### config.mk
export PLATFORM = sky130hd
export DESIGN_NAME = char_lcd_parallel_write_sequencer_top_flat
export DESIGN_NICKNAME = d
export VERILOG_FILES = /design/src/design/clpws_pkg.sv /design/src/design/clpws_if.sv /design/src/design/char_lcd_parallel_write_sequencer_top.sv /design/src/design/clpws_front.sv /design/src/design/clpws_fifo.sv /design/src/design/clpws_back.sv /design/src/flat_wrapper.sv
export SDC_FILE = /design/constraint.sdc
export NUM_CORES = 1
export LEC_CHECK = 0
export ABC_AREA = 1
export ABC_CLOCK_PERIOD_IN_PS = 3100
export BUFFER_PORTS_ARGS = -buffer_cell sky130_fd_sc_hd__clkbuf_2
export CORE_MARGIN = 10
export CORE_UTILIZATION = 35
export DETAILED_ROUTE_END_ITERATION = 12
export GPL_TIMING_DRIVEN = 0
export HOLD_SLACK_MARGIN = 0.1
export MAX_ROUTING_LAYER = met4
export SLEW_MARGIN = 20
export SYNTH_ARGS = -nofsm -noshare
export SYNTH_HDL_FRONTEND = slang
export SYNTH_SLANG_ARGS = --single-unit
export TNS_END_PERCENT = 10
### constraint.sdc
create_clock -name i_clk -period 3.1 [get_ports i_clk]
set_clock_uncertainty 0.05 [all_clocks]
set_input_delay 0.31 -clock i_clk [delete_from_list [all_inputs] [get_ports i_clk]]
set_output_delay 0.31 -clock i_clk [all_outputs]
set_load 0.03 [all_outputs]
### src/design/clpws_pkg.sv
// ----------------------------------------------------------------------------
// clpws_pkg: shared types and constants for the character LCD write sequencer
// Holds the phase and request-kind codes, the item and result records, the
// configuration defaults and the init command table.
// ----------------------------------------------------------------------------
package clpws_pkg;

    localparam int LINE_CHARS_DEF  = 16;
    localparam int QUEUE_DEPTH_DEF = 4;

    localparam int SETUP_W = 16;
    localparam int WAIT_W  = 24;
    localparam int CFG_IDX_W  = 2;
    localparam int CFG_DATA_W = 24;

    // Configuration register indexes
    localparam logic [CFG_IDX_W-1:0] CFG_SETUP = 2'd0;
    localparam logic [CFG_IDX_W-1:0] CFG_SHORT = 2'd1;
    localparam logic [CFG_IDX_W-1:0] CFG_LONG  = 2'd2;
    localparam logic [CFG_IDX_W-1:0] CFG_POWER = 2'd3;

    localparam logic [SETUP_W-1:0] SETUP_RST = 16'd50;
    localparam logic [WAIT_W-1:0]  SHORT_RST = 24'd50000;
    localparam logic [WAIT_W-1:0]  LONG_RST  = 24'd100000;
    localparam logic [WAIT_W-1:0]  POWER_RST = 24'd750000;

    localparam logic [7:0] CMD_CLEAR       = 8'h01;
    localparam logic [6:0] CMD_HOME_TOP    = 7'h01;
    localparam logic [7:0] CMD_SECOND_LINE = 8'hC0;
    localparam logic [2:0] INIT_COUNT      = 3'd4;
    localparam logic [2:0] INIT_LAST       = 3'd3;

    typedef enum logic [6:0] {
        PH_POWER = 7'b0000001,
        PH_RS    = 7'b0000010,
        PH_DATA  = 7'b0000100,
        PH_EHIGH = 7'b0001000,
        PH_ELOW  = 7'b0010000,
        PH_WAIT  = 7'b0100000,
        PH_IDLE  = 7'b1000000
    } t_phase;

    typedef enum logic [1:0] {
        KIND_NONE,
        KIND_CMD,
        KIND_CHAR,
        KIND_CHAR_START
    } t_kind;

    typedef struct packed {
        t_kind      kind;
        logic [7:0] code;
    } t_item;

    typedef struct packed {
        logic [SETUP_W-1:0] setup_ticks;
        logic [WAIT_W-1:0]  short_wait_ticks;
        logic [WAIT_W-1:0]  long_wait_ticks;
        logic [WAIT_W-1:0]  power_up_ticks;
    } t_cfg;

    typedef struct packed {
        logic       lcd_rs;
        logic       lcd_en;
        logic [7:0] lcd_data;
        logic       ready_res;
        logic       accepted;
    } t_res;

    function automatic logic [7:0] init_code(input logic [1:0] step);
        logic [7:0] code;
        case (step)
            2'd0:    code = 8'h38;
            2'd1:    code = 8'h01;
            2'd2:    code = 8'h06;
            default: code = 8'h0F;
        endcase
        return code;
    endfunction

endpackage

### src/design/clpws_if.sv
// ----------------------------------------------------------------------------
// clpws_if: request and result channels of the character LCD write sequencer
// Each channel carries valid, ready and one item of payload.
// ----------------------------------------------------------------------------
interface lcd_req_if;
    logic       valid;
    logic       ready;
    logic       req_valid;
    logic       req_is_char;
    logic [7:0] req_byte;
    logic       req_string_start;

    modport source (output valid, req_valid, req_is_char, req_byte, req_string_start,
                    input ready);
    modport sink   (input valid, req_valid, req_is_char, req_byte, req_string_start,
                    output ready);
endinterface

interface lcd_res_if;
    logic       valid;
    logic       ready;
    logic       lcd_rs;
    logic       lcd_en;
    logic [7:0] lcd_data;
    logic       ready_res;
    logic       accepted;

    modport source (output valid, lcd_rs, lcd_en, lcd_data, ready_res, accepted,
                    input ready);
    modport sink   (input valid, lcd_rs, lcd_en, lcd_data, ready_res, accepted,
                    output ready);
endinterface

### src/design/char_lcd_parallel_write_sequencer_top.sv
// ----------------------------------------------------------------------------
// char_lcd_parallel_write_sequencer_top: 8-bit parallel character LCD writer
// Drives RS, E and D0..D7 of an HD44780-style display, one request per tick.
// ----------------------------------------------------------------------------
// Each request on i_req is one timing tick. It may carry a command or a
// character; the matching result on o_res gives the pin levels after that
// tick together with ready_res and accepted. Requests that arrive while a
// write, the power-up delay or the init sequence is running are dropped and
// reported with accepted low. Exactly one result leaves for each request.
// A request passes an intake register, a four-entry queue and the sequencer
// with its result register. With the queue empty, a request moves from the intake
// register to the queue entry and on to the result register. One request per cycle
// is sustained while the receiver takes results. The queue lets intake keep taking
// requests during receiver stalls; i_req.ready falls once it and the intake are full.
// Reset starts the power-up delay and loads the timing registers with their defaults.
// Timing registers are written through i_cfg_we, i_cfg_idx and i_cfg_data; the user
// must write them only while no request is in flight, as the block does not enforce it.
// ----------------------------------------------------------------------------
module char_lcd_parallel_write_sequencer_top
    import clpws_pkg::*;
#(
    parameter int LINE_CHARS  = LINE_CHARS_DEF,
    parameter int QUEUE_DEPTH = QUEUE_DEPTH_DEF
)
(
    input  logic                  i_clk,
    input  logic                  i_rst_n,
    lcd_req_if.sink               i_req,
    lcd_res_if.source             o_res,
    input  logic                  i_cfg_we,
    input  logic [CFG_IDX_W-1:0]  i_cfg_idx,
    input  logic [CFG_DATA_W-1:0] i_cfg_data
);

    t_cfg  r_cfg;
    logic  push;
    logic  full;
    logic  pop;
    logic  empty;
    t_item front_item;
    t_item queue_item;

    always_ff @(posedge i_clk) begin
        if (!i_rst_n) begin
            r_cfg.setup_ticks      <= SETUP_RST;
            r_cfg.short_wait_ticks <= SHORT_RST;
            r_cfg.long_wait_ticks  <= LONG_RST;
            r_cfg.power_up_ticks   <= POWER_RST;
        end else if (i_cfg_we) begin
            case (i_cfg_idx)
                CFG_SETUP: r_cfg.setup_ticks      <= i_cfg_data[SETUP_W-1:0];
                CFG_SHORT: r_cfg.short_wait_ticks <= i_cfg_data[WAIT_W-1:0];
                CFG_LONG:  r_cfg.long_wait_ticks  <= i_cfg_data[WAIT_W-1:0];
                CFG_POWER: r_cfg.power_up_ticks   <= i_cfg_data[WAIT_W-1:0];
                default:   r_cfg <= r_cfg;
            endcase
        end
    end

    clpws_front u_front (
        .i_clk   (i_clk),
        .i_rst_n (i_rst_n),
        .i_req   (i_req),
        .o_push  (push),
        .o_item  (front_item),
        .i_full  (full)
    );

    clpws_fifo #(
        .DEPTH (QUEUE_DEPTH)
    ) u_fifo (
        .i_clk   (i_clk),
        .i_rst_n (i_rst_n),
        .i_push  (push),
        .i_item  (front_item),
        .o_full  (full),
        .i_pop   (pop),
        .o_item  (queue_item),
        .o_empty (empty)
    );

    clpws_back #(
        .LINE_CHARS (LINE_CHARS)
    ) u_back (
        .i_clk   (i_clk),
        .i_rst_n (i_rst_n),
        .i_cfg   (r_cfg),
        .i_item  (queue_item),
        .i_empty (empty),
        .o_pop   (pop),
        .o_res   (o_res)
    );

endmodule

### src/design/clpws_front.sv
// ----------------------------------------------------------------------------
// clpws_front: request intake and classification
// Takes one tick request per cycle while the queue has room, sorts it into
// none, command, character or string start, and hands it on to the queue.
// ----------------------------------------------------------------------------
module clpws_front
    import clpws_pkg::*;
(
    input  logic        i_clk,
    input  logic        i_rst_n,
    lcd_req_if.sink     i_req,
    output logic        o_push,
    output t_item       o_item,
    input  logic        i_full
);

    logic  r_valid;
    t_item r_item;
    t_item n_item;

    assign i_req.ready = !r_valid || !i_full;
    assign o_push      = r_valid && !i_full;
    assign o_item      = r_item;

    always_comb begin
        n_item.code = i_req.req_byte;
        if (!i_req.req_valid) begin
            n_item.kind = KIND_NONE;
        end else if (!i_req.req_is_char) begin
            n_item.kind = KIND_CMD;
        end else if (i_req.req_string_start) begin
            n_item.kind = KIND_CHAR_START;
        end else begin
            n_item.kind = KIND_CHAR;
        end
    end

    always_ff @(posedge i_clk) begin
        if (!i_rst_n) begin
            r_valid <= 1'b0;
        end else if (i_req.valid && i_req.ready) begin
            r_valid <= 1'b1;
        end else if (o_push) begin
            r_valid <= 1'b0;
        end
    end

    always_ff @(posedge i_clk) begin
        if (i_req.valid && i_req.ready) begin
            r_item <= n_item;
        end
    end

endmodule

### src/design/clpws_fifo.sv
// ----------------------------------------------------------------------------
// clpws_fifo: short request queue
// Decouples request intake from the bus sequencer so each side can stall.
// ----------------------------------------------------------------------------
module clpws_fifo
    import clpws_pkg::*;
#(
    parameter int DEPTH = QUEUE_DEPTH_DEF
)
(
    input  logic  i_clk,
    input  logic  i_rst_n,
    input  logic  i_push,
    input  t_item i_item,
    output logic  o_full,
    input  logic  i_pop,
    output t_item o_item,
    output logic  o_empty
);

    localparam int PTR_W = (DEPTH > 1) ? $clog2(DEPTH) : 1;
    localparam int CNT_W = $clog2(DEPTH + 1);
    localparam logic [PTR_W-1:0] PTR_LAST = PTR_W'(DEPTH - 1);
    localparam logic [CNT_W-1:0] CNT_FULL = CNT_W'(DEPTH);

    t_item            r_mem [DEPTH];
    logic [PTR_W-1:0] r_wr_ptr;
    logic [PTR_W-1:0] r_rd_ptr;
    logic [CNT_W-1:0] r_count;

    assign o_full  = (r_count == CNT_FULL);
    assign o_empty = (r_count == '0);
    assign o_item  = r_mem[r_rd_ptr];

    always_ff @(posedge i_clk) begin
        if (!i_rst_n) begin
            r_wr_ptr <= '0;
            r_rd_ptr <= '0;
            r_count  <= '0;
        end else begin
            if (i_push) begin
                r_wr_ptr <= (r_wr_ptr == PTR_LAST) ? '0 : r_wr_ptr + 1'b1;
            end
            if (i_pop) begin
                r_rd_ptr <= (r_rd_ptr == PTR_LAST) ? '0 : r_rd_ptr + 1'b1;
            end
            if (i_push && !i_pop) begin
                r_count <= r_count + 1'b1;
            end else if (i_pop && !i_push) begin
                r_count <= r_count - 1'b1;
            end
        end
    end

    always_ff @(posedge i_clk) begin
        if (i_push) begin
            r_mem[r_wr_ptr] <= i_item;
        end
    end

endmodule

### src/design/clpws_back.sv
// ----------------------------------------------------------------------------
// clpws_back: LCD bus sequencer
// Advances the power-up, init and byte-write timing by one tick for each
// queued request and registers the pin levels as a result.
// ----------------------------------------------------------------------------
module clpws_back
    import clpws_pkg::*;
#(
    parameter int LINE_CHARS = LINE_CHARS_DEF
)
(
    input  logic      i_clk,
    input  logic      i_rst_n,
    input  t_cfg      i_cfg,
    input  t_item     i_item,
    input  logic      i_empty,
    output logic      o_pop,
    lcd_res_if.source o_res
);

    localparam int COL_W = $clog2(LINE_CHARS + 2);
    localparam logic [COL_W-1:0] COL_FULL = COL_W'(LINE_CHARS);
    localparam logic [COL_W-1:0] COL_SAT  = COL_W'(LINE_CHARS + 1);

    t_phase            r_phase, n_phase;
    logic [WAIT_W-1:0] r_cnt, n_cnt;
    logic [2:0]        r_init, n_init;
    logic [7:0]        r_held, n_held;
    logic              r_held_char, n_held_char;
    logic [8:0]        r_defer, n_defer;
    logic [COL_W-1:0]  r_col, n_col;
    logic [7:0]        r_pin, n_pin;
    logic              r_out_valid;
    t_res              r_res;
    t_res              n_res;

    logic [WAIT_W-1:0] len;
    logic [WAIT_W:0]   cnt_inc;
    logic              cnt_more;
    logic              idle;
    logic              acc;
    logic              long_cmd;
    logic [COL_W-1:0]  col_start;
    logic [2:0]        init_next;

    assign o_pop = !i_empty && (!r_out_valid || o_res.ready);

    assign o_res.valid     = r_out_valid;
    assign o_res.lcd_rs    = r_res.lcd_rs;
    assign o_res.lcd_en    = r_res.lcd_en;
    assign o_res.lcd_data  = r_res.lcd_data;
    assign o_res.ready_res = r_res.ready_res;
    assign o_res.accepted  = r_res.accepted;

    always_comb begin
        n_phase     = r_phase;
        n_cnt       = r_cnt;
        n_init      = r_init;
        n_held      = r_held;
        n_held_char = r_held_char;
        n_defer     = r_defer;
        n_col       = r_col;
        n_pin       = r_pin;

        // Clear and cursor home need the long wait.
        long_cmd = (r_held == CMD_CLEAR) || (r_held[7:1] == CMD_HOME_TOP);
        case (r_phase)
            PH_POWER: len = i_cfg.power_up_ticks;
            PH_WAIT:  len = long_cmd ? i_cfg.long_wait_ticks : i_cfg.short_wait_ticks;
            default:  len = WAIT_W'(i_cfg.setup_ticks);
        endcase
        // A length of zero behaves as one tick, since the count plus one is never below one.
        cnt_inc   = {1'b0, r_cnt} + 1'b1;
        cnt_more  = cnt_inc < {1'b0, len};
        idle      = (r_phase == PH_IDLE);
        acc       = idle && (i_item.kind != KIND_NONE);
        col_start = (i_item.kind == KIND_CHAR_START) ? '0 : r_col;
        init_next = r_init + 1'b1;

        if (o_pop) begin
            if (acc) begin
                n_phase = PH_RS;
                n_cnt   = '0;
                if (i_item.kind == KIND_CMD) begin
                    n_held      = i_item.code;
                    n_held_char = 1'b0;
                end else begin
                    if (col_start == COL_FULL) begin
                        // The first character past the line goes after a line break.
                        n_defer     = {1'b1, i_item.code};
                        n_held      = CMD_SECOND_LINE;
                        n_held_char = 1'b0;
                    end else begin
                        n_held      = i_item.code;
                        n_held_char = 1'b1;
                    end
                    n_col = (col_start < COL_SAT) ? col_start + 1'b1 : col_start;
                end
            end else if (!idle) begin
                if (cnt_more) begin
                    n_cnt = cnt_inc[WAIT_W-1:0];
                end else begin
                    n_cnt = '0;
                    case (r_phase)
                        PH_POWER: begin
                            n_init      = '0;
                            n_held      = init_code(2'd0);
                            n_held_char = 1'b0;
                            n_phase     = PH_RS;
                        end
                        PH_RS: begin
                            n_phase = PH_DATA;
                            n_pin   = r_held;
                        end
                        PH_DATA:  n_phase = PH_EHIGH;
                        PH_EHIGH: n_phase = PH_ELOW;
                        PH_ELOW:  n_phase = r_held_char ? PH_IDLE : PH_WAIT;
                        PH_WAIT: begin
                            n_phase = PH_IDLE;
                            if (r_init < INIT_COUNT) begin
                                n_init = init_next;
                                if (r_init < INIT_LAST) begin
                                    n_held      = init_code(init_next[1:0]);
                                    n_held_char = 1'b0;
                                    n_phase     = PH_RS;
                                end
                            end else if (r_defer[8]) begin
                                n_held      = r_defer[7:0];
                                n_held_char = 1'b1;
                                n_defer     = '0;
                                n_phase     = PH_RS;
                            end
                        end
                        default: n_phase = PH_IDLE;
                    endcase
                end
            end
        end

        n_res.lcd_rs    = (n_phase == PH_POWER) ? 1'b0 : n_held_char;
        n_res.lcd_en    = (n_phase == PH_EHIGH);
        n_res.lcd_data  = n_pin;
        n_res.ready_res = idle;
        n_res.accepted  = acc;
    end

    always_ff @(posedge i_clk) begin
        if (!i_rst_n) begin
            r_phase     <= PH_POWER;
            r_cnt       <= '0;
            r_init      <= '0;
            r_held      <= '0;
            r_held_char <= 1'b0;
            r_defer     <= '0;
            r_col       <= '0;
            r_pin       <= '0;
            r_out_valid <= 1'b0;
        end else begin
            r_phase     <= n_phase;
            r_cnt       <= n_cnt;
            r_init      <= n_init;
            r_held      <= n_held;
            r_held_char <= n_held_char;
            r_defer     <= n_defer;
            r_col       <= n_col;
            r_pin       <= n_pin;
            if (o_pop) begin
                r_out_valid <= 1'b1;
            end else if (o_res.ready) begin
                r_out_valid <= 1'b0;
            end
        end
    end

    always_ff @(posedge i_clk) begin
        if (o_pop) begin
            r_res <= n_res;
        end
    end

    a_acc_needs_idle: assert property (@(posedge i_clk) disable iff (!i_rst_n)
        (o_pop && acc) |=> (r_phase == PH_RS && r_cnt == '0))
        else $error("accepted request did not start a byte write");

    a_defer_after_init: assert property (@(posedge i_clk) disable iff (!i_rst_n)
        r_defer[8] |-> (r_init == INIT_COUNT))
        else $error("deferred character held before init finished");

    a_idle_count_clear: assert property (@(posedge i_clk) disable iff (!i_rst_n)
        (r_phase == PH_IDLE) |-> (r_cnt == '0))
        else $error("phase counter not cleared in idle");

    a_column_bound: assert property (@(posedge i_clk) disable iff (!i_rst_n)
        r_col <= COL_SAT)
        else $error("string column beyond saturation");

    a_result_accept: assert property (@(posedge i_clk) disable iff (!i_rst_n)
        (r_out_valid && r_res.accepted) |-> r_res.ready_res)
        else $error("result marks a request taken while busy");

endmodule
### src/flat_wrapper.sv
// flat-port wrapper written by rule: the top's interface ports become plain ports
module char_lcd_parallel_write_sequencer_top_flat import clpws_pkg::*;
#(
    parameter int LINE_CHARS  = LINE_CHARS_DEF,
    parameter int QUEUE_DEPTH = QUEUE_DEPTH_DEF
)
  (i_clk, i_rst_n, i_cfg_we, i_cfg_idx, i_cfg_data, i_req_valid, i_req_req_valid, i_req_req_is_char, i_req_req_byte, i_req_req_string_start, i_req_ready, o_res_valid, o_res_lcd_rs, o_res_lcd_en, o_res_lcd_data, o_res_ready_res, o_res_accepted, o_res_ready);
  lcd_req_if i_req_i ();
  lcd_res_if o_res_i ();
  input  logic i_clk;
  input  logic i_rst_n;
  input  logic i_cfg_we;
  input  logic [CFG_IDX_W-1:0] i_cfg_idx;
  input  logic [CFG_DATA_W-1:0] i_cfg_data;
  input wire logic [$bits(i_req_i.valid)-1:0] i_req_valid;
  input wire logic [$bits(i_req_i.req_valid)-1:0] i_req_req_valid;
  input wire logic [$bits(i_req_i.req_is_char)-1:0] i_req_req_is_char;
  input wire logic [$bits(i_req_i.req_byte)-1:0] i_req_req_byte;
  input wire logic [$bits(i_req_i.req_string_start)-1:0] i_req_req_string_start;
  output wire logic [$bits(i_req_i.ready)-1:0] i_req_ready;
  output wire logic [$bits(o_res_i.valid)-1:0] o_res_valid;
  output wire logic [$bits(o_res_i.lcd_rs)-1:0] o_res_lcd_rs;
  output wire logic [$bits(o_res_i.lcd_en)-1:0] o_res_lcd_en;
  output wire logic [$bits(o_res_i.lcd_data)-1:0] o_res_lcd_data;
  output wire logic [$bits(o_res_i.ready_res)-1:0] o_res_ready_res;
  output wire logic [$bits(o_res_i.accepted)-1:0] o_res_accepted;
  input wire logic [$bits(o_res_i.ready)-1:0] o_res_ready;
  assign i_req_i.valid = i_req_valid;
  assign i_req_i.req_valid = i_req_req_valid;
  assign i_req_i.req_is_char = i_req_req_is_char;
  assign i_req_i.req_byte = i_req_req_byte;
  assign i_req_i.req_string_start = i_req_req_string_start;
  assign i_req_ready = i_req_i.ready;
  assign o_res_valid = o_res_i.valid;
  assign o_res_lcd_rs = o_res_i.lcd_rs;
  assign o_res_lcd_en = o_res_i.lcd_en;
  assign o_res_lcd_data = o_res_i.lcd_data;
  assign o_res_ready_res = o_res_i.ready_res;
  assign o_res_accepted = o_res_i.accepted;
  assign o_res_i.ready = o_res_ready;
  char_lcd_parallel_write_sequencer_top #(.LINE_CHARS(LINE_CHARS), .QUEUE_DEPTH(QUEUE_DEPTH)) u_core (.i_clk(i_clk), .i_rst_n(i_rst_n), .i_req(i_req_i), .o_res(o_res_i), .i_cfg_we(i_cfg_we), .i_cfg_idx(i_cfg_idx), .i_cfg_data(i_cfg_data));
endmodule
* Word level (Yosys, flattened, before mapping)
Memory sizes are Yosys's and may differ from the RTL's. A register that Yosys moved wholly into a read port is not among the register bits.
Index checks and enable logic that the tools add are counted.
** Cells by class
- Add/subtract/negate cells :: 7
- Magnitude comparators :: 4
- Eq/ne operators :: 30
- Multiplexer cells :: 65
- Bitwise operators :: 4
- Reduce and logical (&&, ||, !) cells :: 37
** Operator list (number)
- $mux 8 :: 14
- $mux 24 :: 4
- $mux 9 :: 7
- $mux 7 :: 8
- $pmux 24 s2 :: 1
- $pmux 7 s6 :: 1
- $add 24x1->25 const B :: 1
- $lt 25x24->1 :: 1
- $eq 7x1->1 const B :: 3
- $pmux 6 s3 :: 1
- $mux 1 :: 17
- $pmux 8 s2 :: 1
- $eq 7x4->1 const B :: 2
- $reduce_bool 2->1 :: 7
- $eq 2x2->1 const B :: 6
- $reduce_and 2->1 :: 6
- $reduce_and 6->1 :: 2
- $mux 5 :: 2
- $mux 3 :: 3
- $eq 8x1->1 const B :: 1
- $mux 2 :: 4
- $ne 4x4->1 const B :: 2
- $reduce_and 8->1 :: 1
- $eq 7x2->1 const B :: 1
- other kinds (27) :: 51
** Word-level totals
- Bits in registers :: 184
- Memory bits (writable) :: 40
- Input bits :: 42
- Output and inout bits :: 14
- Word-level logic and storage cells :: 174
- Memories kept :: 1
** Memory list
- u_core.u_fifo.r_mem :: words 4, width 10, rd ports 1, clocked after Yosys merged registers in 1, write ports 1, line clpws_fifo.sv:26 : t_item r_mem [DEPTH];

* Longest topological paths before layout
Gate-level depths: netlist of the first run.
- Depth after elaboration :: 10
- Gate-level depth with buffers :: 25
- Depth with buffers taken out :: 24

* By module
A second synthesis of the first run with hierarchy kept.
** Second synthesis, totals
- Cells, all modules :: 1438
- Area, all modules :: 10998.0 sq um
** By module, submodules not included
- clpws_back :: times used 1, cells an instance 742, area an instance 5171.2 sq um, sequential area each 1681.6 sq um
- char_lcd_parallel_write_sequencer_top :: times used 1, cells an instance 518, area an instance 3494.6 sq um, sequential area each 1761.7 sq um
- clpws_fifo :: times used 1, cells an instance 156, area an instance 1958.1 sq um, sequential area each 1381.3 sq um
- clpws_front :: times used 1, cells an instance 22, area an instance 374.1 sq um, sequential area each 320.3 sq um

* Worst setup path before layout of the first run
Ideal clock, no wire load.
- Path kind :: register -> register
- From :: register u_core.u_back.r_cnt[2]
- To :: register u_core.u_back.r_res, in the netlist u_core.u_back.o_res.lcd_rs, data pin
- Setup time :: 0.252 ns
- Arrival :: 3.099 ns
- Required time :: 2.798 ns
- Slack :: -0.301 ns
- Stages on the path, launching flop included :: 23
- Path buffers :: 0
- Period minus slack after synthesis :: 3.401 ns
- Cells stage by stage :: dfxtp_1 > nand3_2 > nor3_4 > nand2_1 > nor4_2 > nand3_2 > nor2_2 > nand2_1 > nor3_2 > xor2_1 > ha_1 > inv_1 > nor2_1 > a21oi_1 > nand2_1 > nor2_2 > nand2_8 > nand2_1 > nand2_1 > a21oi_1 > nand3_1 > nor2_1 > nor2_1
** On the way
- Longest elaborated chain between the ends :: 7
- Elaborated cells between the ends (all ways) :: 11
- Classes of those cells :: 1 x add/sub; 1 x order compare; 1 x eq/ne; 8 x mux
** RTL lines
- start, declared :: line clpws_back.sv:26 : logic [WAIT_W-1:0] r_cnt, n_cnt;
- start signal, assigned :: line clpws_back.sv:160 : r_cnt <= n_cnt;
- $add 24x1->25 * :: line clpws_back.sv:73 : cnt_inc = {1'b0, r_cnt} + 1'b1;
- $lt 25x24->1 * :: line clpws_back.sv:74 : cnt_more = cnt_inc < {1'b0, len};
- $mux 7 :: line clpws_back.sv:100 : if (cnt_more) begin
- $mux 7 :: line clpws_back.sv:99 : end else if (!idle) begin
- $mux 7 :: line clpws_back.sv:81 : if (acc) begin
- $mux 7 :: line clpws_back.sv:80 : if (o_pop) begin
- $eq 7x1->1 :: line clpws_back.sv:140 : n_res.lcd_rs = (n_phase == PH_POWER) ? 1'b0 : n_held_char;
- end signal, assigned :: line clpws_back.sv:177 : r_res <= n_res;
- end, declared :: line clpws_back.sv:34 : t_res r_res;
Every way passes the cells marked *; elsewhere a longest branch is shown, timed or not.
A chain may end at the register's enable or synchronous reset.

* Worst setup path in the final report of the first run
- From :: register u_core.u_back.r_cnt[1]
- To :: register u_core.u_back.r_res, in the netlist u_core.u_back.o_res.lcd_rs, data pin
The elaborated chain is that of the path after synthesis.

==> impl_metrics.env, run 1 <==
export IMPL_compound_gate_fraction_of_synth_area_pct=14.0
export IMPL_detailed_place_area_um2=11200
export IMPL_globalRouteOverflowTotal=0
export IMPL_hold_wc_startpoint="o_res_ready"
export IMPL_timing_max_transition_violations_final=0
export IMPL_totalWireLength_mm=30.2
export IMPL_fraction_of_layout_cells_with_a_size_suffix_above_1_pct=19.5
export IMPL_drt_vias_per_instance=4.97
export IMPL_worst_endpoint_required_ns=3.33
export IMPL_place_detailed_hpwl_mm=20.8
export IMPL_synth_warnings=0
export IMPL_cp_endpoint="u_core.u_back.o_res.lcd_rs$_SDFFCE_PN0P_"
export IMPL_floorplan_die_height_um=193
export IMPL_clock_sink_count=226
export IMPL_critPathMaxFanout=4
export IMPL_synth_xor_xnor_area_share_pct=2.01
export IMPL_yosys_area_share_adder_pct=4.15
export IMPL_finalPower_mw=8.78
export IMPL_yosys_register_bits=226
export IMPL_detail_route_antenna_nets=0
export IMPL_max_vdd_ir_drop_mv=0.340
export IMPL_synth_seq_area_share_pct=49.3
export IMPL_ys_flop_type="dfxtp_1"
export IMPL_routed_via_count=9353
export IMPL_setup_violations_final=70
export IMPL_layout_setup_ws_ns=-0.479
export IMPL_area_growth_pct=28.5
export IMPL_rr_worst_depth=25
export IMPL_drt_iter0_markers=786
export IMPL_timing_reg2reg_setup_slack_ns=-0.48
export IMPL_synth_edf_count=62
export IMPL_ios=56
export IMPL_grt_pass1_vias=8931
export IMPL_cp_startpoint="u_core.u_back.r_cnt[1]$_SDFFE_PN0P_"
export IMPL_status="finished, violations left"
export IMPL_end_kind="flip-flop"
export IMPL_nNetsFinal=1549
export IMPL_p_leak_nw=5.51
export IMPL_final_min_period_over_clock_period_pct=115
export IMPL_first_pass_grt_wire_length_mm=47.5
export IMPL_min_path_type="primary input to flip-flop"
export IMPL_cp_arrival_ns=3.81
export IMPL_slowest_stage="dfxtp_4"
export IMPL_initial_antenna_violation_count=0
export IMPL_cts_inserted_buffers=25
export IMPL_placementRows=63
export IMPL_worst_max_slew_pin_slew_ns=1.06
export IMPL_core_area_um2=29600
export IMPL_clk_path_buf_depth=3
export IMPL_critical_path_class="flip-flop to flip-flop"
export IMPL_insertedDiodeCount=0
export IMPL_max_slew_margin_pct=28.8
export IMPL_post_synthesis_simple_gate_area_fraction_pct=24.3
export IMPL_bufs_and_invs_on_worst_path=4
export IMPL_cellPowerDensity_nw_per_um2=654
export IMPL_drv_max_cap_violation_count=0
export IMPL_routedWlPerCell_um=16.0
export IMPL_synthesized_cell_area_um2=10400
export IMPL_netlist_cell_type_count=50
export IMPL_gp_congestion=0.908
export IMPL_maximum_number_of_pins_on_one_net_before_global_route_repair=22
export IMPL_all_layer_global_routing_usage_pct=16.3
export IMPL_cts_tree="yes"
export IMPL_die_w_um=193
export IMPL_crit_reg2reg_capture="u_core.u_back.o_res.lcd_rs$_SDFFCE_PN0P_"
export IMPL_layout_min_cycle_time_ns=3.58
export IMPL_synth_area_mux_share_pct=0
export IMPL_path_delay_family="simple AND/OR/NAND/NOR gates"
export IMPL_clk_insertion_delay_late_ns=0.53
export IMPL_syn_mean_instance_area_um2=7.94
export IMPL_post_synth_net_total=1390
export IMPL_synth_top_family_by_area="simple AND/OR/NAND/NOR gates"
export IMPL_die_footprint_um2=37100
export IMPL_initial_core_utilization_pct=35.3
export IMPL_detailedRoute_firstPassIterationCount=5
export IMPL_fmax_ghz=0.279
export IMPL_io_buffer_count=54
export IMPL_synth_cells=1314
export IMPL_clockRootBuffer="clkbuf_16"
export IMPL_design_area_um2=13400
export IMPL_rr_startpoint="u_core.u_back.r_cnt[1]$_SDFFE_PN0P_"
export IMPL_violated_checks="negative setup slack"
export IMPL_worst_path_stages=25
export IMPL_timing_final_hold_violations=0
export IMPL_drcViolationCount=0
export IMPL_grt_setup_unrepaired="yes"
export IMPL_ys_async_sr_fraction_pct=0
export IMPL_crit_top_cell="nand2_1"
export IMPL_delay_of_the_slowest_critical_path_stage_ns=0.37
export IMPL_clk_pin_slew_ns=0.06
export IMPL_startpoint_type="flip-flop"
export IMPL_h_tree_depth=1
area by class of cell:
type | count | area, um2
Clock inverter | 8 | 116
Buffer | 55 | 295
Timing Repair Buffer | 133 | 1000
Sequential cell | 226 | 5160
Fill cell | 2880 | 16100
Multi-Input combinational cell | 919 | 5200
Clock buffer | 38 | 714
Tap cell | 390 | 488
Inverter | 113 | 442
synthesized netlist by cell type (5+ instances only):
master | number | area share (%)
nor2_2 | 5 | 0.30
a21oi_1 | 108 | 5.2
nand2_1 | 282 | 10
o22ai_1 | 7 | 0.42
clkbuf_1 | 44 | 1.6
nand4_1 | 8 | 0.48
ha_1 | 33 | 4.0
inv_2 | 7 | 0.25
o21ai_0 | 114 | 5.5
edfxtp_1 | 62 | 18
dfxtp_1 | 164 | 31
nand3_2 | 5 | 0.48
inv_1 | 104 | 3.7
nor2_1 | 206 | 7.4
nand3_1 | 57 | 2.7
buf_1 | 5 | 0.18
xnor2_1 | 8 | 0.67
a221oi_1 | 16 | 1.3
xor2_1 | 16 | 1.3
nor3_1 | 8 | 0.38
state kept, by name (all words and copies together), names as in the netlist, 3 cells and up, named ones only:
name	flops
u_core.u_fifo.r_mem	40
u_core.u_back.o_res.lcd_data	8
u_core.u_back.r_held	8
u_core.u_back.r_cnt	24
u_core.u_back.r_init	3
u_core.u_back.r_phase	7
u_core.u_front.o_item	10
u_core.u_back.r_pin	8
u_core.u_back.r_defer	9
u_core.u_back.r_col	5
u_core.u_fifo.r_count	3
u_core.r_cfg	88
routing by layer:
layer	global-route usage (%)	part of all wire [%]
met2	26.4	48
met3	1.90	5.2
met4	4.17	1.9
met5	-	0
met1	21.3	45
layout by cell type, fill, tap and decap left out, drive strengths merged, types with 33 or more instances in the layout:
master	instances
buf	57
clkbuf	132
o21ai	117
a21oi	110
dfxtp	164
ha	33
nand2	290
nand3	62
edfxtp	62
nor2	212
dlygate4sd3	37
inv	114
kinds of logic after synthesis:
kind of cell,count (synthesis)
compound gates,266
buf+inv,169
xor+xnor,24
flops,226
fa+ha+maj,34
simple gates,595
stage by stage:
stage	setup TNS (ns)	util, %	worst slack, ns	instances	hold WS, ns
6_report	-24.28	45.4	-0.479	1882	0.154
5_1_grt	-37.83	45.4	-0.701	1882	0.162
4_1_cts	-36.55	43.1	-0.663	1862	0.167
3_5_place_dp	-73.88	38.0	-1.25	1758	0.396
3_3_place_gp	-71.97	38.0	-1.24	1758	0.388
2_1_floorplan	-0.390	-	-0.125	1314	0.359
worst min-delay path by stage:
stage,to,cells past startpoint
after floorplan,u_core.u_front.o_item[0]$_DFFE_PP_,0
after global placement,u_core.r_cfg[5]$_SDFFE_PN1P_,2
after detailed placement,u_core.r_cfg[5]$_SDFFE_PN1P_,2
after CTS,u_core.u_back.o_res.valid$_SDFFE_PN0P_,4
after global routing,u_core.u_back.o_res.valid$_SDFFE_PN0P_,4
final,u_core.u_back.o_res.valid$_SDFFE_PN0P_,4
where the power goes:
group          switching, mW  internal, mW  total (mW)  leakage [nW]
logic                   1.56         0.720        2.28          3.18
registers              0.134          3.32        3.46          1.92
clock network           1.21          1.83        3.04         0.405
total                   2.90          5.88        8.78          5.51
worst register-to-register path: cells and delay by family (launching register included):
family	cells	cell delay, ns
adder cells (fa/ha/maj)	1	0.27
XOR/XNOR	1	0.16
flip-flops	1	0.37
buffers and inverters	4	0.42
AND/OR/NAND/NOR	19	2.05
what timing repair did:
| action | in CTS | in global routing |
|---|---|---|
| endpoints found under the hold margin | 98 | 0 |
| resized for setup | 47 | 126 |
| endpoints found under the setup margin | 70 | 70 |
| hold buffers | 37 | 0 |
| buffers inserted | 22 | 19 |
| gates cloned | 0 | 1 |
| pin swaps | 20 | 42 |
Power figures use the tool's default switching activity.
==> run 2, diff against run 1 <==
Settings changed: PLACE_DENSITY_LB_ADDON from default to 0.3.
==> run 2 against run 1 <==
  * Fmax fell by 2.4%
  * Sequential share of layout area rose by 0.73 points
  * Largest cell class is now registers
  * The flow still finishes with violations (negative setup slack)
  * Non-clock buffer count fell by 8
==> impl_metrics.env, run 2 (synthesis gave the netlist of run 1 again) <==
export IMPL_h_tree_depth=1
export IMPL_layout_filler_cells=2901
export IMPL_drt_iter0_markers=778
export IMPL_nNetsFinal=1541
export IMPL_initial_core_utilization_pct=35.3
export IMPL_clockRootBuffer="clkbuf_16"
export IMPL_critical_path_class="flip-flop to flip-flop"
export IMPL_startpoint_type="flip-flop"
export IMPL_timing_final_hold_violations=0
export IMPL_max_vdd_ir_drop_mv=0.327
export IMPL_setup_violations_final=70
export IMPL_initial_antenna_violation_count=2
export IMPL_p_leak_nw=5.45
export IMPL_core_area_um2=29600
export IMPL_floorplan_die_height_um=193
export IMPL_fmax_ghz=0.273
export IMPL_utilization_pct=44.5
export IMPL_routedWlPerCell_um=15.9
export IMPL_area_growth_pct=26.1
export IMPL_gp_congestion=0.919
export IMPL_max_slew_margin_pct=29.1
export IMPL_cts_tree="yes"
export IMPL_layout_setup_ws_ns=-0.568
export IMPL_timing_max_transition_violations_final=0
export IMPL_detailed_place_area_um2=11200
export IMPL_drt_met1_wl_mm=13.3
export IMPL_dr_max_layer_used="met4"
export IMPL_detailedRoute_firstPassIterationCount=5
export IMPL_grt_pass1_vias=8825
export IMPL_layout_commonest_cell="nand2_1"
export IMPL_clk_insertion_delay_late_ns=0.53
export IMPL_routed_via_count=9367
export IMPL_end_kind="flip-flop"
export IMPL_numPlacedInstances=1758
export IMPL_clk_path_buf_depth=3
export IMPL_cellPowerDensity_nw_per_um2=651
export IMPL_totalWireLength_mm=29.8
export IMPL_status="finished, violations left"
export IMPL_met3RoutedLength_mm=1.70
export IMPL_ios=56
export IMPL_dpl_worst_slack_ns=-1.21
export IMPL_grt_setup_unrepaired="yes"
export IMPL_io_buffer_count=54
export IMPL_registers_with_the_highest_flip_flop_counts="u_core.r_cfg x88, u_core.u_fifo.r_mem x40, u_core.u_back.r_cnt x24"
export IMPL_seq_area_um2=5160
export IMPL_final_min_period_over_clock_period_pct=118
export IMPL_worst_endpoint_required_ns=3.34
export IMPL_multiInputGateArea_um2=5050
export IMPL_cp_arrival_ns=3.91
export IMPL_violated_checks="negative setup slack"
export IMPL_timing_reg2reg_setup_slack_ns=-0.57
export IMPL_cts_inserted_buffers=25
export IMPL_detail_route_antenna_nets=0
export IMPL_worst_max_slew_pin_slew_ns=1.06
export IMPL_drcViolationCount=0
export IMPL_critPathMaxFanout=10
export IMPL_layout_cells_most_common_list="nand2_1, nor2_1, dfxtp_1"
export IMPL_placementRows=63
export IMPL_dr_wl_met2_mm=14.0
export IMPL_setup_tns_final_ns=-28.10
export IMPL_clock_sink_count=226
export IMPL_layout_min_cycle_time_ns=3.67
export IMPL_design_area_um2=13200
export IMPL_largest_reg_flops=88
export IMPL_die_w_um=193
export IMPL_maximum_number_of_pins_on_one_net_before_global_route_repair=22
export IMPL_all_layer_global_routing_usage_pct=16.1
export IMPL_globalRouteOverflowTotal=0
export IMPL_die_footprint_um2=37100
export IMPL_place_detailed_hpwl_mm=20.7
export IMPL_min_path_type="primary input to flip-flop"
export IMPL_drv_max_cap_violation_count=0
export IMPL_clk_pin_slew_ns=0.06
export IMPL_largest_register="u_core.r_cfg"
export IMPL_final_instance_count_excl_fill=1876
export IMPL_first_pass_grt_wire_length_mm=46.9
export IMPL_drt_vias_per_instance=4.99
export IMPL_fraction_of_layout_cells_with_a_size_suffix_above_1_pct=17.9
-- run 2: changes by cell type in the layout (fill, tap and decap cells not counted), sizes merged --
cell and change:
buf -10, bufinv -2, clkinv +1, clkinvlp +2, diode +2, inv +1
-- run 2: metal layers --
| metal | up-vias | GRT usage [%] |
|---|---|---|
| met2 | 238 | 25.4 |
| li1 | 4651 | - |
| met4 | 0 | 5.13 |
| met5 | - | - |
| met3 | 68 | 2.40 |
| met1 | 4410 | 20.9 |
-- run 2: repair_timing --
item / in CTS / in global routing
pin swaps: 25 / 36
buffers inserted: 18 / 15
resized for setup: 45 / 82
gates cloned: 0 / 1
endpoints found under the hold margin: 98 / 0
hold buffers: 37 / 0
endpoints found under the setup margin: 70 / 70
-- run 2: final timing paths --
| kind | startpoint | to | cells after the start |
|---|---|---|---|
| setup reg to reg | u_core.u_back.r_phase[4]$_SDFF_PN0_ | u_core.u_back.o_res.lcd_rs$_SDFFCE_PN0P_ | 21 |
| hold reg to reg | u_core.r_cfg[40]$_SDFFE_PN1P_ | u_core.r_cfg[40]$_SDFFE_PN1P_ | 2 |
| setup / recovery | u_core.u_back.r_phase[4]$_SDFF_PN0_ | u_core.u_back.o_res.lcd_rs$_SDFFCE_PN0P_ | 21 |
| hold / removal | o_res_ready | u_core.u_back.o_res.valid$_SDFFE_PN0P_ | 4 |
-- run 2: through the flow --
step | hold slack, ns | power [mW]
finish | 0.117 | 8.57
detailed placement | 0.393 | 5.42
global route | 0.183 | 9.02
floorplan | 0.359 | 4.76
CTS | 0.104 | 8.50
global placement | 0.388 | 5.39
-- run 2: final cells by class --
type	instances	area share, %
antenna	2	0.0380
sequential	226	39.2
inverter	113	3.34
tap	390	3.71
clock buffer	36	5.60
timing repair buffer	125	7.08
multi-input combinational	919	38.4
buffer	55	2.02
clock inverter	10	0.646
-- run 2: power by group --
part / switching (mW) / internal (mW)
registers: 0.129 / 3.32
clock network: 1.23 / 1.74
logic: 1.51 / 0.645
-- run 2: worst max-delay path, stage by stage, from the launching register on --
cell and delay (ns):
dfxtp_1 0.33, inv_1 0.09, nand2_1 0.09, nor2_1 0.18, nand2_1 0.15, inv_4 0.16
nor2_4 0.09, buf_4 0.21, a221oi_1 0.48, ha_1 0.34, nand2_1 0.07, nor2_1 0.05
nand2_1 0.10, a31oi_4 0.10, nor2_4 0.25, nand2_8 0.13, nand2_2 0.09, nand2_2 0.06
a21oi_4 0.15, nand3_2 0.10, nor2_1 0.10, nor2_1 0.04
==> run 3, diff against run 2 <==
==> constraint.sdc (replaced) <==
create_clock -name i_clk -period 3.1 [get_ports i_clk]
set_clock_uncertainty 0.05 [all_clocks]
set_input_delay 0.155 -clock i_clk [delete_from_list [all_inputs] [get_ports i_clk]]
set_output_delay 0.155 -clock i_clk [all_outputs]
set_load 0.03 [all_outputs]
==> run 3 against run 2 <==
  * The run still ends with negative setup slack left
  * Sequential power is essentially flat
  * Critical path type unchanged
  * Critical endpoint unchanged
  * Clock-buffer cell count unchanged
  * First-iteration DRC count up 2.6%
  * Die area stayed put
  * Critical path depth did not move
  * Via count up 0.52%
  * Combinational power about the same
  * Clock power about the same
==> impl_metrics.env, run 3 (synthesis gave the netlist of run 1 again) <==
export IMPL_status="finished, violations left"
export IMPL_violated_checks="negative setup slack"
export IMPL_layout_setup_ws_ns=-0.563
export IMPL_timing_max_transition_violations_final=0
export IMPL_final_min_period_over_clock_period_pct=118
export IMPL_dpl_worst_slack_ns=-1.21
export IMPL_initial_antenna_violation_count=2
export IMPL_grt_setup_unrepaired="yes"
export IMPL_routed_via_count=9416
export IMPL_delay_of_the_slowest_critical_path_stage_ns=0.48
export IMPL_cellPowerDensity_nw_per_um2=649
export IMPL_clockRootBuffer="clkbuf_16"
export IMPL_io_buffer_count=54
export IMPL_comb_power_share_pct=25.2
export IMPL_fmax_ghz=0.273
export IMPL_layout_filler_cells=2899
export IMPL_worst_max_slew_pin_slew_ns=1.06
export IMPL_largest_reg_flops=88
export IMPL_all_layer_global_routing_usage_pct=16.1
export IMPL_clock_power_share_pct=34.6
export IMPL_grt_pass1_vias=8849
export IMPL_first_pass_grt_wire_length_mm=46.9
export IMPL_startpoint_type="flip-flop"
export IMPL_largest_register="u_core.r_cfg"
export IMPL_drt_vias_per_instance=5.01
export IMPL_clk_insertion_delay_late_ns=0.54
export IMPL_seq_area_um2=5160
export IMPL_power_switching_mw=2.86
export IMPL_globalRouteOverflowTotal=0
export IMPL_drt_iter0_markers=798
export IMPL_grt_busiest_layer="met2"
export IMPL_clk_path_buf_depth=3
export IMPL_critical_path_class="flip-flop to flip-flop"
export IMPL_power_frac_seq_pct=40.3
export IMPL_routedWlPerCell_um=15.9
export IMPL_totalWireLength_mm=29.8
export IMPL_area_growth_pct=26.5
export IMPL_worstPathCellList="inv_1, nand2_1, nor2_1, nand2_1, inv_4, nor2_4, buf_4, a221oi_1, ha_1, nand2_1, nor2_1, nand2_1, a31oi_4, nor2_4, nand2_8, nand2_2, nand2_2, a21oi_4, nand3_2, nor2_1, nor2_1"
export IMPL_max_slew_margin_pct=28.8
export IMPL_setup_violations_final=70
export IMPL_finalPower_mw=8.57
export IMPL_worst_endpoint_required_ns=3.34
export IMPL_die_footprint_um2=37100
export IMPL_die_w_um=193
export IMPL_registers_with_the_highest_flip_flop_counts="u_core.r_cfg x88, u_core.u_fifo.r_mem x40, u_core.u_back.r_cnt x24"
export IMPL_core_area_um2=29600
export IMPL_internal_power_mw=5.71
export IMPL_layout_commonest_cell="nand2_1"
export IMPL_nNetsFinal=1545
export IMPL_placementRows=63
export IMPL_rr_worst_depth=21
export IMPL_place_detailed_hpwl_mm=20.7
export IMPL_p_leak_nw=5.47
export IMPL_initial_core_utilization_pct=35.3
export IMPL_layout_min_cycle_time_ns=3.66
export IMPL_end_kind="flip-flop"
export IMPL_detail_route_antenna_nets=0
export IMPL_layout_cells_most_common_list="nand2_1, nor2_1, dfxtp_1"
export IMPL_clock_sink_count=226
export IMPL_drv_max_cap_violation_count=0
export IMPL_global_route_met1_usage_pct=20.9
export IMPL_min_path_cells=3
export IMPL_clk_pin_slew_ns=0.06
export IMPL_fraction_of_layout_cells_with_a_size_suffix_above_1_pct=17.9
export IMPL_critPathMaxFanout=10
export IMPL_grt_met2_usage_pct=25.5
export IMPL_floorplan_die_height_um=193
export IMPL_h_tree_depth=1
export IMPL_max_vdd_ir_drop_mv=0.326
export IMPL_sw_share_pct=33.4
export IMPL_maximum_number_of_pins_on_one_net_before_global_route_repair=22
export IMPL_gp_congestion=0.919
export IMPL_ios=56
export IMPL_timing_final_hold_violations=0
export IMPL_detailedRoute_firstPassIterationCount=5
export IMPL_cts_tree="yes"
export IMPL_cts_inserted_buffers=25
export IMPL_multiInputGateArea_um2=5050
export IMPL_cp_arrival_ns=3.90
export IMPL_gr_usage_met3_pct=2.40
export IMPL_min_path_type="primary input to flip-flop"
export IMPL_drcViolationCount=0
export IMPL_slowest_stage="a221oi_1"
==> run 3: power groups by stage <==
stage	clock network (mW)	logic [mW]	registers, mW
final	2.96	2.15	3.45
after global routing	3.14	2.41	3.48
after CTS	3.01	2.05	3.45
after detailed placement	0	1.92	3.50
after global placement	0	1.89	3.50
after floorplan	0	1.12	3.64
==> run 3: what timing repair did <==
item                                    4_1_cts  5_1_grt
endpoints found under the setup margin       70       70
gates resized for setup                      45       82
pin swaps                                    25       36
gates cloned                                  0        1
setup buffers                                18       15
endpoints found under the hold margin       100        0
hold buffers                                 41        0
==> run 3: metal layers <==
| layer | vias up | routed length, um |
|---|---|---|
| met5 | - | 0 |
| met4 | 0 | 797 |
| met3 | 64 | 1770 |
| met2 | 262 | 14000 |
| met1 | 4419 | 13200 |
| li1 | 4671 | - |
==> run 3: cell type report <==
| type | instances | area share, % |
|---|---|---|
| timing repair buffer | 129 | 7.36 |
| buffer | 55 | 2.01 |
| clock inverter | 10 | 0.644 |
| multi-input combinational | 919 | 38.3 |
| inverter | 113 | 3.33 |
| clock buffer | 36 | 5.58 |
| tap | 390 | 3.70 |
| sequential | 226 | 39.1 |
| antenna | 2 | 0.0379 |
==> run 3: worst max-delay path: cells and delay by family, from the launching register on <==
family	cells	cell delay [ns]
compound gates	3	0.73
simple gates	14	1.50
buf+inv	3	0.46
flops	1	0.32
fa+ha+maj	1	0.34
==> run 3: worst paths after layout <==
check	slack (ns)	to	from
max	-0.56	u_core.u_back.o_res.lcd_rs$_SDFFCE_PN0P_	u_core.u_back.r_phase[4]$_SDFF_PN0_
min	0.11	u_core.u_back.r_init[2]$_SDFFE_PN0P_	i_rst_n
max reg2reg	-0.56	u_core.u_back.o_res.lcd_rs$_SDFFCE_PN0P_	u_core.u_back.r_phase[4]$_SDFF_PN0_
min reg2reg	0.41	u_core.r_cfg[33]$_SDFFE_PN1P_	u_core.r_cfg[33]$_SDFFE_PN1P_
==> run 3: metrics by stage <==
stage | utilization, % | TNS [ns] | std cells | cell area, um2 | hold slack (ns)
after detailed placement | 38.0 | -71.61 | 1758 | 11200 | 0.284
after global routing | 44.7 | -45.36 | 1880 | 13200 | 0.143
final | 44.7 | -27.57 | 1880 | 13200 | 0.114
after global placement | 38.0 | -70.80 | 1758 | 11200 | 0.282
after CTS | 43.1 | -40.91 | 1862 | 12700 | 0.108
after floorplan | - | -0.390 | 1314 | 10500 | 0.204
